File: src/hdl/bncf_pkg.sv
// Package for the 3x3 binary neighbor count filter.
// Holds sizes, register codes, window masks and the structs passed between the modules.
// No dependencies.
`default_nettype none

package bncf_pkg;

  localparam int MAX_WIDTH  = 512;
  localparam int MAX_HEIGHT = 512;

  localparam int PIX_W   = 8;
  localparam int DIM_W   = 10;
  localparam int THR_W   = 8;
  localparam int COL_W   = $clog2(MAX_WIDTH);
  localparam int ROW_W   = $clog2(MAX_HEIGHT + 2);
  localparam int POS_W   = ((DIM_W > COL_W) ? ((DIM_W > ROW_W) ? DIM_W : ROW_W)
                                            : ((COL_W > ROW_W) ? COL_W : ROW_W)) + 1;
  localparam int SCORE_W = 8;

  localparam int ADDR_W = 4;
  localparam int DATA_W = 32;

  localparam logic [PIX_W-1:0]   FG_VALUE     = 8'd255;
  localparam logic [PIX_W-1:0]   BG_VALUE     = 8'd0;
  localparam logic [SCORE_W-1:0] CENTER_SCORE = 8'd200;

  localparam logic [THR_W-1:0] THRESHOLD_RESET = 8'd3;
  localparam logic [DIM_W-1:0] WIDTH_RESET     = 10'd64;
  localparam logic [DIM_W-1:0] HEIGHT_RESET    = 10'd13;

  typedef enum logic [1:0] {
    REG_THRESHOLD = 2'd0,
    REG_WIDTH     = 2'd1,
    REG_HEIGHT    = 2'd2
  } reg_idx_t;

  // Window layout: three columns of three bits, oldest column in bits 2:0.
  // Within a column bit 0 is the upper row, bit 1 the middle, bit 2 the lower.
  localparam int         WIN_W       = 9;
  localparam int         CENTER_BIT  = 4;
  localparam logic [8:0] MASK_LEFT   = 9'h007;
  localparam logic [8:0] MASK_RIGHT  = 9'h1C0;
  localparam logic [8:0] MASK_TOP    = 9'h049;
  localparam logic [8:0] MASK_BOTTOM = 9'h124;

  typedef struct packed {
    logic upper;
    logic middle;
  } line_entry_t;

  typedef struct packed {
    logic [COL_W-1:0] col;
    logic             cur;
    logic             have;
    logic             ccol_first;
    logic             ccol_last;
    logic             crow_first;
    logic             crow_last;
    logic             last;
  } pos_info_t;

endpackage

`default_nettype wire

File: src/hdl/bncf_pos.sv
// Raster position tracking for the neighbor count filter.
// Works out the center position and border flags of each incoming pixel.
// Depends on bncf_pkg.
`default_nettype none

module bncf_pos (
  input  wire logic                         clk,
  input  wire logic                         rst,
  input  wire logic                         accept,
  input  wire logic                         restart,
  input  wire logic [bncf_pkg::PIX_W-1:0]   pixel_in,
  input  wire logic                         flush,
  input  wire logic [bncf_pkg::DIM_W-1:0]   image_width,
  input  wire logic [bncf_pkg::DIM_W-1:0]   image_height,
  output bncf_pkg::pos_info_t               info
);

  logic [bncf_pkg::COL_W-1:0] col_count, col_count_next;
  logic [bncf_pkg::ROW_W-1:0] row_count, row_count_next;
  logic [bncf_pkg::POS_W-1:0] w, h, col, row, ccol, crow, col_inc;
  logic                       wrap;

  always_comb begin
    w = bncf_pkg::POS_W'(image_width);
    if (w == '0) begin
      w = bncf_pkg::POS_W'(1);
    end else if (w > bncf_pkg::POS_W'(bncf_pkg::MAX_WIDTH)) begin
      w = bncf_pkg::POS_W'(bncf_pkg::MAX_WIDTH);
    end
    h = bncf_pkg::POS_W'(image_height);
    if (h == '0) begin
      h = bncf_pkg::POS_W'(1);
    end else if (h > bncf_pkg::POS_W'(bncf_pkg::MAX_HEIGHT)) begin
      h = bncf_pkg::POS_W'(bncf_pkg::MAX_HEIGHT);
    end

    wrap = (bncf_pkg::POS_W'(col_count) >= w) || (bncf_pkg::POS_W'(row_count) > h + 1'b1);
    col  = wrap ? '0 : bncf_pkg::POS_W'(col_count);
    row  = wrap ? '0 : bncf_pkg::POS_W'(row_count);

    // The center lags the input by one row plus one pixel.
    if (col != '0) begin
      info.have = (row != '0);
      crow      = row - 1'b1;
      ccol      = col - 1'b1;
    end else begin
      info.have = (row >= bncf_pkg::POS_W'(2));
      crow      = row - bncf_pkg::POS_W'(2);
      ccol      = w - 1'b1;
    end

    info.col        = col[bncf_pkg::COL_W-1:0];
    info.cur        = !flush && (row < h) && (pixel_in == bncf_pkg::FG_VALUE);
    info.ccol_first = (ccol == '0);
    info.ccol_last  = (ccol == w - 1'b1);
    info.crow_first = (crow == '0);
    info.crow_last  = (crow == h - 1'b1);
    info.last       = info.have && info.ccol_last && info.crow_last;

    col_inc        = col + 1'b1;
    col_count_next = col_count;
    row_count_next = row_count;
    if (restart) begin
      col_count_next = '0;
      row_count_next = '0;
    end else if (accept) begin
      if (info.last) begin
        col_count_next = '0;
        row_count_next = '0;
      end else if (col_inc >= w) begin
        col_count_next = '0;
        row_count_next = bncf_pkg::ROW_W'(row + 1'b1);
      end else begin
        col_count_next = col_inc[bncf_pkg::COL_W-1:0];
        row_count_next = row[bncf_pkg::ROW_W-1:0];
      end
    end
  end

  always_ff @(posedge clk) begin
    if (rst) begin
      col_count <= '0;
      row_count <= '0;
    end else begin
      col_count <= col_count_next;
      row_count <= row_count_next;
    end
  end

endmodule

`default_nettype wire

File: src/hdl/bncf_linebuf.sv
// Two-row line buffer of foreground bits, one entry per column.
// Registered read with a bypass for a write to the same column in the same cycle.
// Depends on bncf_pkg.
`default_nettype none

module bncf_linebuf (
  input  wire logic                         clk,
  input  wire logic                         rst,
  input  wire logic                         rd_en,
  input  wire logic [bncf_pkg::COL_W-1:0]   rd_addr,
  input  wire logic                         wr_en,
  input  wire logic [bncf_pkg::COL_W-1:0]   wr_addr,
  input  bncf_pkg::line_entry_t             wr_data,
  output logic                              top,
  output logic                              mid
);

  bncf_pkg::line_entry_t mem [bncf_pkg::MAX_WIDTH];
  bncf_pkg::line_entry_t rd_data;
  bncf_pkg::line_entry_t byp_data;
  bncf_pkg::line_entry_t entry;
  logic                  bypass;

  always_ff @(posedge clk) begin
    if (wr_en) begin
      mem[wr_addr] <= wr_data;
    end
    if (rd_en) begin
      rd_data  <= mem[rd_addr];
      byp_data <= wr_data;
    end
  end

  always_ff @(posedge clk) begin
    if (rst) begin
      bypass <= 1'b0;
    end else if (rd_en) begin
      bypass <= wr_en && (wr_addr == rd_addr);
    end
  end

  always_comb begin
    entry = bypass ? byp_data : rd_data;
    top   = entry.upper;
    mid   = entry.middle;
  end

endmodule

`default_nettype wire

File: src/hdl/bncf_win.sv
// Window stage of the neighbor count filter: holds the item read from the line
// buffer, shifts the 3x3 window, scores it and keeps the result register.
// Depends on bncf_pkg.
`default_nettype none

module bncf_win (
  input  wire logic                         clk,
  input  wire logic                         rst,
  input  wire logic                         accept,
  input  bncf_pkg::pos_info_t               info,
  input  wire logic                         top,
  input  wire logic                         mid,
  input  wire logic [bncf_pkg::THR_W-1:0]   threshold,
  input  wire logic                         out_ready,
  output logic                              in_ready,
  output logic                              out_valid,
  output logic [bncf_pkg::PIX_W-1:0]        pixel_out,
  output logic                              last_of_frame,
  output logic                              wr_en,
  output logic [bncf_pkg::COL_W-1:0]        wr_addr,
  output bncf_pkg::line_entry_t             wr_data
);

  logic                            s1_valid;
  bncf_pkg::pos_info_t             s1;
  logic [bncf_pkg::WIN_W-1:0]      window, window_next, masked;
  logic                            s1_adv;
  logic [3:0]                      count;
  logic [bncf_pkg::SCORE_W-1:0]    score;

  assign s1_adv   = s1_valid && (!s1.have || !out_valid || out_ready);
  assign in_ready = !s1_valid || s1_adv;

  // The line buffer entry for this column is rewritten while the item sits here.
  assign wr_en          = s1_valid;
  assign wr_addr        = s1.col;
  assign wr_data.upper  = mid;
  assign wr_data.middle = s1.cur;

  always_comb begin
    window_next = {s1.cur, mid, top, window[bncf_pkg::WIN_W-1:3]};
    masked      = window_next;
    if (s1.ccol_first) masked = masked & ~bncf_pkg::MASK_LEFT;
    if (s1.ccol_last)  masked = masked & ~bncf_pkg::MASK_RIGHT;
    if (s1.crow_first) masked = masked & ~bncf_pkg::MASK_TOP;
    if (s1.crow_last)  masked = masked & ~bncf_pkg::MASK_BOTTOM;

    count = '0;
    for (int i = 0; i < bncf_pkg::WIN_W; i++) begin
      if (i != bncf_pkg::CENTER_BIT) begin
        count = count + 4'(masked[i]);
      end
    end
    score = bncf_pkg::SCORE_W'(count);
    if (masked[bncf_pkg::CENTER_BIT]) begin
      score = bncf_pkg::CENTER_SCORE + bncf_pkg::SCORE_W'(count);
    end
  end

  always_ff @(posedge clk) begin
    if (rst) begin
      s1_valid  <= 1'b0;
      out_valid <= 1'b0;
      window    <= '0;
    end else begin
      if (accept) begin
        s1_valid <= 1'b1;
      end else if (s1_adv) begin
        s1_valid <= 1'b0;
      end
      if (s1_adv) begin
        window <= window_next;
      end
      if (s1_adv && s1.have) begin
        out_valid <= 1'b1;
      end else if (out_ready) begin
        out_valid <= 1'b0;
      end
    end
  end

  always_ff @(posedge clk) begin
    if (accept) begin
      s1 <= info;
    end
    if (s1_adv && s1.have) begin
      pixel_out     <= (score >= threshold) ? bncf_pkg::FG_VALUE : bncf_pkg::BG_VALUE;
      last_of_frame <= s1.last;
    end
  end

endmodule

`default_nettype wire

File: src/hdl/binary_neighbor_count_fill_3x3_unit.sv
// Top level of the 3x3 binary neighbor count filter with its register port.
// Depends on bncf_pkg, bncf_pos, bncf_linebuf and bncf_win.
//
//   channel   handshake             payload
//   input     in_valid / in_ready   pixel_in[7:0], flush
//   output    out_valid / out_ready pixel_out[7:0], last_of_frame
//   config    psel, penable, pready paddr[3:0], pwrite, pwdata[31:0], prdata[31:0]
//
// One pixel per clock is accepted while the output is not stalled; the result for a center is
// registered in the window stage and then the result register after the pixel that completes its
// window, one row plus one pixel behind the input. The line buffer's single read port and the
// window stage set that rate. Reset loads the register defaults and clears the position
// counters; the line buffer needs no clearing, as rows read before they are written fall
// outside the frame. A stalled output holds its result while one more pixel can still enter.
`default_nettype none

module binary_neighbor_count_fill_3x3_unit (
  input  wire logic                          clk,
  input  wire logic                          rst,
  input  wire logic                          in_valid,
  output logic                               in_ready,
  input  wire logic [bncf_pkg::PIX_W-1:0]    pixel_in,
  input  wire logic                          flush,
  output logic                               out_valid,
  input  wire logic                          out_ready,
  output logic [bncf_pkg::PIX_W-1:0]         pixel_out,
  output logic                               last_of_frame,
  input  wire logic                          psel,
  input  wire logic                          penable,
  input  wire logic                          pwrite,
  input  wire logic [bncf_pkg::ADDR_W-1:0]   paddr,
  input  wire logic [bncf_pkg::DATA_W-1:0]   pwdata,
  output logic [bncf_pkg::DATA_W-1:0]        prdata,
  output logic                               pready
);

  logic [bncf_pkg::THR_W-1:0] threshold;
  logic [bncf_pkg::DIM_W-1:0] image_width;
  logic [bncf_pkg::DIM_W-1:0] image_height;
  bncf_pkg::reg_idx_t         reg_idx;
  logic                       cfg_wr, restart, in_accept;
  bncf_pkg::pos_info_t        info;
  logic                       top, mid, wr_en;
  logic [bncf_pkg::COL_W-1:0] wr_addr;
  bncf_pkg::line_entry_t      wr_data;

  assign pready    = 1'b1;
  assign reg_idx   = bncf_pkg::reg_idx_t'(paddr[3:2]);
  assign cfg_wr    = psel && penable && pwrite && pready;
  assign restart   = cfg_wr && (reg_idx == bncf_pkg::REG_WIDTH || reg_idx == bncf_pkg::REG_HEIGHT);
  assign in_accept = in_valid && in_ready;

  always_ff @(posedge clk) begin
    if (rst) begin
      threshold    <= bncf_pkg::THRESHOLD_RESET;
      image_width  <= bncf_pkg::WIDTH_RESET;
      image_height <= bncf_pkg::HEIGHT_RESET;
    end else if (cfg_wr) begin
      case (reg_idx)
        bncf_pkg::REG_THRESHOLD: threshold    <= pwdata[bncf_pkg::THR_W-1:0];
        bncf_pkg::REG_WIDTH:     image_width  <= pwdata[bncf_pkg::DIM_W-1:0];
        bncf_pkg::REG_HEIGHT:    image_height <= pwdata[bncf_pkg::DIM_W-1:0];
        default: ;
      endcase
    end
  end

  always_comb begin
    case (reg_idx)
      bncf_pkg::REG_THRESHOLD: prdata = bncf_pkg::DATA_W'(threshold);
      bncf_pkg::REG_WIDTH:     prdata = bncf_pkg::DATA_W'(image_width);
      bncf_pkg::REG_HEIGHT:    prdata = bncf_pkg::DATA_W'(image_height);
      default:                 prdata = '0;
    endcase
  end

  bncf_pos u_pos (
    .clk          (clk),
    .rst          (rst),
    .accept       (in_accept),
    .restart      (restart),
    .pixel_in     (pixel_in),
    .flush        (flush),
    .image_width  (image_width),
    .image_height (image_height),
    .info         (info)
  );

  bncf_linebuf u_linebuf (
    .clk     (clk),
    .rst     (rst),
    .rd_en   (in_accept),
    .rd_addr (info.col),
    .wr_en   (wr_en),
    .wr_addr (wr_addr),
    .wr_data (wr_data),
    .top     (top),
    .mid     (mid)
  );

  bncf_win u_win (
    .clk           (clk),
    .rst           (rst),
    .accept        (in_accept),
    .info          (info),
    .top           (top),
    .mid           (mid),
    .threshold     (threshold),
    .out_ready     (out_ready),
    .in_ready      (in_ready),
    .out_valid     (out_valid),
    .pixel_out     (pixel_out),
    .last_of_frame (last_of_frame),
    .wr_en         (wr_en),
    .wr_addr       (wr_addr),
    .wr_data       (wr_data)
  );

endmodule

`default_nettype wire

File: config.mk
export PLATFORM = sky130hd
export DESIGN_NAME = binary_neighbor_count_fill_3x3_unit
export DESIGN_NICKNAME = d
export VERILOG_FILES = /design/src/hdl/bncf_pkg.sv /design/src/hdl/bncf_pos.sv /design/src/hdl/bncf_linebuf.sv /design/src/hdl/bncf_win.sv /design/src/hdl/binary_neighbor_count_fill_3x3_unit.sv
export SDC_FILE = /design/constraint.sdc
export NUM_CORES = 2
export LEC_CHECK = 0
export ABC_AREA = 1
export CAP_MARGIN = 0
export CORE_ASPECT_RATIO = 0.5
export CORE_MARGIN = 1.5
export CORE_UTILIZATION = 55
export DETAILED_ROUTE_END_ITERATION = 16
export DONT_BUFFER_PORTS = 1
export PLACE_DENSITY = 0.71
export SETUP_SLACK_MARGIN = 0.15
export SYNTH_ARGS = -nofsm -noshare
export SYNTH_HDL_FRONTEND = slang
export SYNTH_SLANG_ARGS = --single-unit
File: constraint.sdc
create_clock -name clk -period 11.85 [get_ports clk]
set_input_delay 0.5925 -clock clk [delete_from_list [all_inputs] [get_ports clk]]
set_output_delay 0.5925 -clock clk [all_outputs]
set_load 0.03 [all_outputs]
== Word level (Yosys, flattened, before mapping) ==
Memories as Yosys holds them, arrays and structs flattened. A register that Yosys moved wholly into a read port is not among the register bits.
Cells that the tools add are included.

* Equality and inequality tests: 6
* Muxes and demuxes: 27
* $lt $le $gt $ge: 8
* Add/sub/neg operators: 16
* Reductions and logical operators: 33

{| class="wikitable"
|+ Operator list
! operator !! count
|-
| two-way mux 10 bit || 5
|-
| two-way mux 9 bit || 5
|-
| two-way mux 11 bit || 4
|-
| subtractor 11 x 1 -> 11 bit, second input constant || 4
|-
| case mux 10 bit (3 select lines) || 1
|-
| adder 4 x 1 -> 4 bit || 6
|-
| adder 11 x 1 -> 11 bit, second input constant || 2
|-
| equality test 11 bit || 2
|-
| zero test 11 bit || 2
|-
| nonzero test 11 bit || 2
|-
| greater-than comparator 10 bit, second input constant || 2
|-
| zero test 10 bit || 2
|-
| two-way mux 8 bit || 2
|-
| >= comparator 11 bit || 1
|-
| >= comparator 11 x 2 -> 1 bit, second input constant || 1
|-
| >= comparator 9 x 11 -> 1 bit || 1
|-
| greater-than comparator 10 x 11 -> 1 bit || 1
|-
| logical AND 1 bit || 11
|-
| less-than comparator 11 bit || 1
|-
| subtractor 11 x 2 -> 11 bit, second input constant || 1
|-
| adder 10 x 1 -> 10 bit, second input constant || 1
|-
| equality test 9 bit || 1
|-
| adder 7 x 5 -> 8 bit, first input constant || 1
|-
| equality test 8 bit, second input constant || 1
|-
| 14 further kinds || 30
|}

* Bits of input ports: 52
* Output and inout port bits: 44
* Register bits: 86
* Memories: 1
* Bits in writable memories: 1024
* Word-level logic and storage cells: 112

{| class="wikitable"
|+ Memory list
! name !! words !! width !! read ports !! clocked after Yosys merged registers in !! write ports !! line !! text
|-
| u_linebuf.mem || 512 || 2 || 1 || 1 || 1 || bncf_linebuf.sv:18 || <nowiki>bncf_pkg::line_entry_t mem [bncf_pkg::MAX_WIDTH];</nowiki>
|}

== Logic depth before layout (Yosys ltp) ==
* Word-level depth: 15
* Mapped depth: 44
* Gate-level depth less buffers: 40

== Cells and area by module ==
Synthesis repeated with hierarchy kept, for this count alone.

* Cell total of the unflattened synthesis: 5201
* Area total of the unflattened synthesis: 51585.7 um^2

{| class="wikitable"
|+ By module, submodules not included
! module !! cells an instance !! instances !! area an instance (um^2) !! seq. area each (um^2)
|-
| bncf_linebuf || 4035 || 1 || 44092.3 || 30889.6
|-
| bncf_pos || 767 || 1 || 4371.7 || 380.4
|-
| binary_neighbor_count_fill_3x3_unit || 258 || 1 || 1691.6 || 560.5
|-
| bncf_win || 141 || 1 || 1430.1 || 700.7
|}

== Worst setup path before layout ==
Ideal clock, no wire load.

* Path type: register -> register
* Start: reg u_linebuf.bypass
* End: reg u_win.pixel_out[6] in the netlist's numbering, data pin
* Period minus slack after synthesis: 9.772 ns
* Path slack: 2.078 ns
* Path buffers: 0
* Library setup time: 0.261 ns
* Stages on the path, launching flop included: 16
* Data arrival time: 9.511 ns
* Required time: 11.589 ns
* Cell sequence: dfxtp_1 > inv_1 > nand2_1 > nand2_1 > nand2_1 > fa_1 > fa_1 > fa_1 > inv_1 > ha_1 > a21boi_0 > o21a_1 > o21a_1 > o21a_1 > nor2_1 > o31ai_1

* Elaborated cells between the ends (all ways): 11
* Those cells by class: 4 x add/sub; 1 x order compare; 6 x mux

{| class="wikitable"
|+ RTL lines
! item !! line !! text
|-
| start: declaration || bncf_linebuf.sv:22 || <nowiki>logic bypass;</nowiki>
|-
| start signal: assignment || bncf_linebuf.sv:38 || <nowiki>bypass <= wr_en && (wr_addr == rd_addr);</nowiki>
|-
| two-way mux 2 bit (*) || bncf_linebuf.sv:43 || <nowiki>entry = bypass ? byp_data : rd_data;</nowiki>
|-
| via mid || binary_neighbor_count_fill_3x3_unit.sv:43 || <nowiki>logic top, mid, wr_en;</nowiki>
|-
| two-way mux 9 bit (*) || bncf_win.sv:44 || <nowiki>if (s1.ccol_last) masked = masked & ~bncf_pkg::MASK_RIGHT;</nowiki>
|-
| two-way mux 9 bit (*) || bncf_win.sv:46 || <nowiki>if (s1.crow_last) masked = masked & ~bncf_pkg::MASK_BOTTOM;</nowiki>
|-
| adder 4 x 1 -> 4 bit (*) (2 in a row) || bncf_win.sv:51 || <nowiki>count = count + 4'(masked[i]);</nowiki>
|-
| adder 7 x 5 -> 8 bit || bncf_win.sv:56 || <nowiki>score = bncf_pkg::CENTER_SCORE + bncf_pkg::SCORE_W'(count);</nowiki>
|-
| two-way mux 8 bit (*) || bncf_win.sv:55 || <nowiki>if (masked[bncf_pkg::CENTER_BIT]) begin</nowiki>
|-
| >= comparator 8 bit (*) || bncf_win.sv:87 || <nowiki>pixel_out <= (score >= threshold) ? bncf_pkg::FG_VALUE : bncf_pkg::BG_VALUE;</nowiki>
|-
| two-way mux 8 bit (*) || bncf_win.sv:87 ||
|-
| end signal: assignment || bncf_win.sv:87 ||
|-
| end: declaration || bncf_win.sv:17 || <nowiki>output logic [bncf_pkg::PIX_W-1:0] pixel_out,</nowiki>
|}

The timed path passes the listed nets; every way through them passes the cells marked *.
A chain may end at the register's enable or synchronous reset.

== Worst setup path in the final report ==
* Start: reg image_height[7] in the netlist's numbering
* End: reg, netlist name u_linebuf.rd_data[1]

* Word-level cells in the longest chain between the ends: 7
* Elaborated cells between the ends (all ways): 8
* Those cells by class: 1 x add/sub; 2 x order compare; 3 x mux; 2 x reduce/logical

{| class="wikitable"
|+ Ends and longest elaborated chain
! item !! line !! text
|-
| start: declaration || binary_neighbor_count_fill_3x3_unit.sv:39 || <nowiki>logic [bncf_pkg::DIM_W-1:0] image_height;</nowiki>
|-
| start signal: assignment || binary_neighbor_count_fill_3x3_unit.sv:57 || <nowiki>image_height <= bncf_pkg::HEIGHT_RESET;</nowiki>
|-
| start signal: assignment || binary_neighbor_count_fill_3x3_unit.sv:62 || <nowiki>bncf_pkg::REG_HEIGHT: image_height <= pwdata[bncf_pkg::DIM_W-1:0];</nowiki>
|-
| greater-than comparator 10 bit || bncf_pos.sv:33 || <nowiki>end else if (h > bncf_pkg::POS_W'(bncf_pkg::MAX_HEIGHT)) begin</nowiki>
|-
| two-way mux 10 bit || bncf_pos.sv:33 ||
|-
| two-way mux 11 bit (*) || bncf_pos.sv:31 || <nowiki>if (h == '0) begin</nowiki>
|-
| adder 11 x 1 -> 11 bit (*) || bncf_pos.sv:37 || <nowiki>wrap = (bncf_pkg::POS_W'(col_count) >= w) || (bncf_pkg::POS_W'(row_count) > h + 1'b1);</nowiki>
|-
| greater-than comparator 10 x 11 -> 1 bit (*) || bncf_pos.sv:37 ||
|-
| logical OR 1 bit (*) || bncf_pos.sv:37 ||
|-
| two-way mux 9 bit (*) || bncf_pos.sv:38 || <nowiki>col = wrap ? '0 : bncf_pkg::POS_W'(col_count);</nowiki>
|}

Every way passes the cells marked *; elsewhere a longest branch is shown, timed or not.

==> summary.md <==
| Metric | Value |
|---|---|
| Outcome | `finished clean` |
| Final count of negative-setup-slack endpoints | `0` |
| Maximum root-to-sink buffer count | `3` |
| Setup Skew | `~0.03 ns` |
| Aggregate routed wire length | `144 mm` |
| Clock Tree Root | `clkbuf_16` |
| Critical path peak fanout | `~110` |
| Cell Count Post-Placement | `6064` |
| First-pass GRT wire length | `213 mm` |
| Worst slack on hold paths | `0.0507 ns` |
| Top-level I/O count | `96` |
| Routability congestion estimate | `0.892` |
| Vias in the first global route | `35491` |
| Number of violations reported at the end of detailed-routing iteration 0 | `4863` |
| RSZ-0062 raised after global routing | `false` |
| Port buffer count | `0` |
| Number of pins with negative max-slew slack in the final report | `0` |
| Effective utilization at floorplan | `56.0%` |
| Antenna violations before repair | `3` |
| Layout cell share with drive strength beyond 1 | `about 6.6%` |
| Part of the Yosys area used for sequential elements | `63.5%` |
| Combined global-route utilization of all metal layers | `between 30% and 40%` |
| Core Footprint | `roughly 0.091 mm²` |
| Total CTS buffers | `96` |
| Worst path required time | `12.32 ns` |
| Synthesized instance count | `5081` |
| Nature of the critical path startpoint | `flip-flop` |
| Critical path start-end classification | `flip-flop to flip-flop` |
| Largest incremental delay on the critical path | `0.88 ns` |
| Routed vias | `approximately 38000` |
| Hold WC Path Type | `input pin to flip-flop` |
| Die H | `219 µm` |
| Most common library cell in the layout ignoring fill and taps | `edfxtp_1` |
| Share of the cycle needed by the critical path after routing | `a little under three quarters` |
| Synthesized cell area | `0.0512 mm²` |
| CTS tree | `built` |
| Most prevalent standard cell on the critical path | `nand2_1` |
| Final cell utilization of the core | `roughly 60%` |
| Max_cap viols | `0` |
| Async set-or-reset flop fraction in the synthesized netlist | `0%` |
| Layout Nets | `5050` |
| Power per cell area | `147 mW/mm²` |
| Arrival time reported for the critical path endpoint | `8.96 ns` |
| Unique cell type count in the Yosys netlist | `55` |
| Pin count of the biggest net entering global routing | `112` |
| Mean post-synth cell area | `a little over 10 µm²` |
| Predominant post-synthesis flop cell | `edfxtp_1` |
| Number of routed nets with antenna violations | `0` |
| Number of optimization iterations in the first detailed-route pass | `6` |
| Chip width | `around 430 µm` |
| Shortest clock period the worst path allows after layout | `8.49 ns` |
| Via-per-instance ratio | `about 6.0` |
| Wire per inst | `23.0 µm` |
| Final setup TNS | `0 ns` |
| Post-CTS Resized | `0` |
| Clock latency reported for the late side of the worst-skew pair | `between 0.7 and 0.8 ns` |
| Peak supply drop | `0.113 mV` |
| Leading cell types in the layout, fill and taps excluded | `edfxtp_1, nor2_1, nand2_1, o21ai_0, inv_1` |
| Post-route insts no fill | `between 6000 and 7000` |
| Crit path capture type | `flip-flop` |
| Number of enable flip-flop cells after synthesis | `between 1000 and 1500` |
| R2r setup slk | `around 3.4 ns` |
| Site Rows | `78` |
| Slew Limit Headroom | `2.70%` |
| Post-DP HPWL | `80.1 mm` |
| Library cell contributing the largest single delay on the critical path | `buf_4` |
| Cell leakage power | `20.0 nW` |
| Total setup buffers inserted after CTS | `0` |
| Worst Max-Slew Pin Slew | `1.45 ns` |
| Inserted Diodes | `0` |
| Achievable clock frequency | `0.118 GHz` |
| Clock sink count | `between 1000 and 1500` |
| Final number of hold-violating endpoints | `0` |
| Total congestion overflow | `0` |
| Flip-flop and latch count after synthesis | `roughly 1100` |
| Number of warnings printed during yosys synthesis | `0` |
| Area growth from synthesis to layout | `7.46%` |
| Clock-pin transition on the worst setup and hold timing paths | `0.07 ns` |
| DRC violation count after routing | `0` |
| Overall die area | `0.0950 mm²` |
| H-Tree Depth | `3` |
## power breakdown
group / switching, mW / internal, mW
sequential: 0.0127 / 4.28
combinational: 0.492 / 0.162
clock: 1.43 / 1.71
## final timing paths
check                                                   from                             end  cells past startpoint
worst min-delay path                               pwdata[0]    image_height[0]$_SDFFE_PP1P_                      2
worst min register to register  u_win.window[4]$_SDFFE_PP0P_    u_win.window[4]$_SDFFE_PP0P_                      2
worst max register to register  image_height[7]$_SDFFE_PP0P_  u_linebuf.rd_data[1]$_DFFE_PP_                     35
worst max-delay path            image_height[7]$_SDFFE_PP0P_  u_linebuf.rd_data[1]$_DFFE_PP_                     35
## flip-flops by register name, indices dropped and copies added (netlist names), 2 cells and up
register,count
u_win.wr_addr,9
u_linebuf.byp_data,2
u_win.window,6
image_width,10
u_linebuf.mem,1024
u_pos.col_count,9
u_pos.row_count,10
u_win.s1,6
u_linebuf.rd_data,2
image_height,10
threshold,8
## metal layers
metal	wire [µm]	global-route usage [%]
met5	13	0
met1	56900	42.3
met3	17500	6.13
met2	64400	47.7
met4	4990	9.88
## logic make-up after synthesis
group                    synth area share (%)
buffers and inverters                    6.13
multiplexers                           0.0195
adder cells (fa/ha/maj)                  1.77
XOR/XNOR                                0.547
other                                  0.0147
flip-flops                               63.5
AND/OR/NAND/NOR                          18.4
AO/OA/AOI/OAI                            9.61
## cell usage after synthesis, types with 4 or more instances
| master | instances | area share (%) |
|---|---|---|
| a21boi_0 | 6 | 0.088 |
| o22ai_1 | 50 | 0.61 |
| buf_4 | 37 | 0.54 |
| nand3_2 | 5 | 0.098 |
| o221ai_1 | 44 | 0.75 |
| buf_6 | 6 | 0.13 |
| nor3_1 | 25 | 0.24 |
| inv_1 | 396 | 2.9 |
| edfxtp_1 | 1046 | 61 |
| xor2_1 | 23 | 0.39 |
| xnor2_1 | 9 | 0.15 |
| nand3b_1 | 10 | 0.15 |
| nand2_1 | 910 | 6.7 |
| o21ai_0 | 423 | 4.1 |
| nand4_1 | 31 | 0.38 |
| dfxtp_1 | 56 | 2.2 |
| nand2_2 | 5 | 0.061 |
| nor2_1 | 972 | 7.1 |
| or2_2 | 68 | 0.83 |
| buf_2 | 106 | 1.0 |
| buf_1 | 33 | 0.24 |
| ha_1 | 66 | 1.6 |
| o21ai_1 | 4 | 0.039 |
| o21a_1 | 5 | 0.073 |
| o21bai_1 | 10 | 0.15 |
| clkbuf_1 | 160 | 1.2 |
| inv_2 | 8 | 0.059 |
| a21oi_1 | 101 | 0.99 |
| nor2_2 | 4 | 0.049 |
| nand3_1 | 255 | 2.5 |
| o211ai_1 | 166 | 2.4 |
| fa_1 | 4 | 0.16 |
## through the flow
stage / total power, mW / setup slack, ns / area [µm²]
after floorplan: 4.88 / 2.08 / 51300
after global placement: 5.01 / 3.72 / 51900
after detailed placement: 5.02 / 3.67 / 51900
after CTS: 8.10 / 3.60 / 55000
after global routing: 8.32 / 2.70 / 55000
final: 8.10 / 3.36 / 55000
## layout make-up
class	count	area, µm²
multi-input cells	3250	15800
repair buffers	70	553
clock buffers	114	2470
inverters	408	1550
flip-flops and latches	1102	32500
clock inverters	60	611
well taps	1240	1550
fillers	7543	36400
## critical path: cells and delay by family (launching register included)
kind            cells  cell delay, ns
fa+ha+maj           2            0.53
compound gates      2            0.44
xor+xnor            1            0.13
flops               1            0.36
simple gates       25            3.93
buf+inv             5            2.59
## repair_timing
item                                    in CTS  in global routing
hold endpoints to repair                    10                  0
hold buffers                                 6                  0
endpoints found under the setup margin       0                  0
Power figures use the tool's default switching activity.
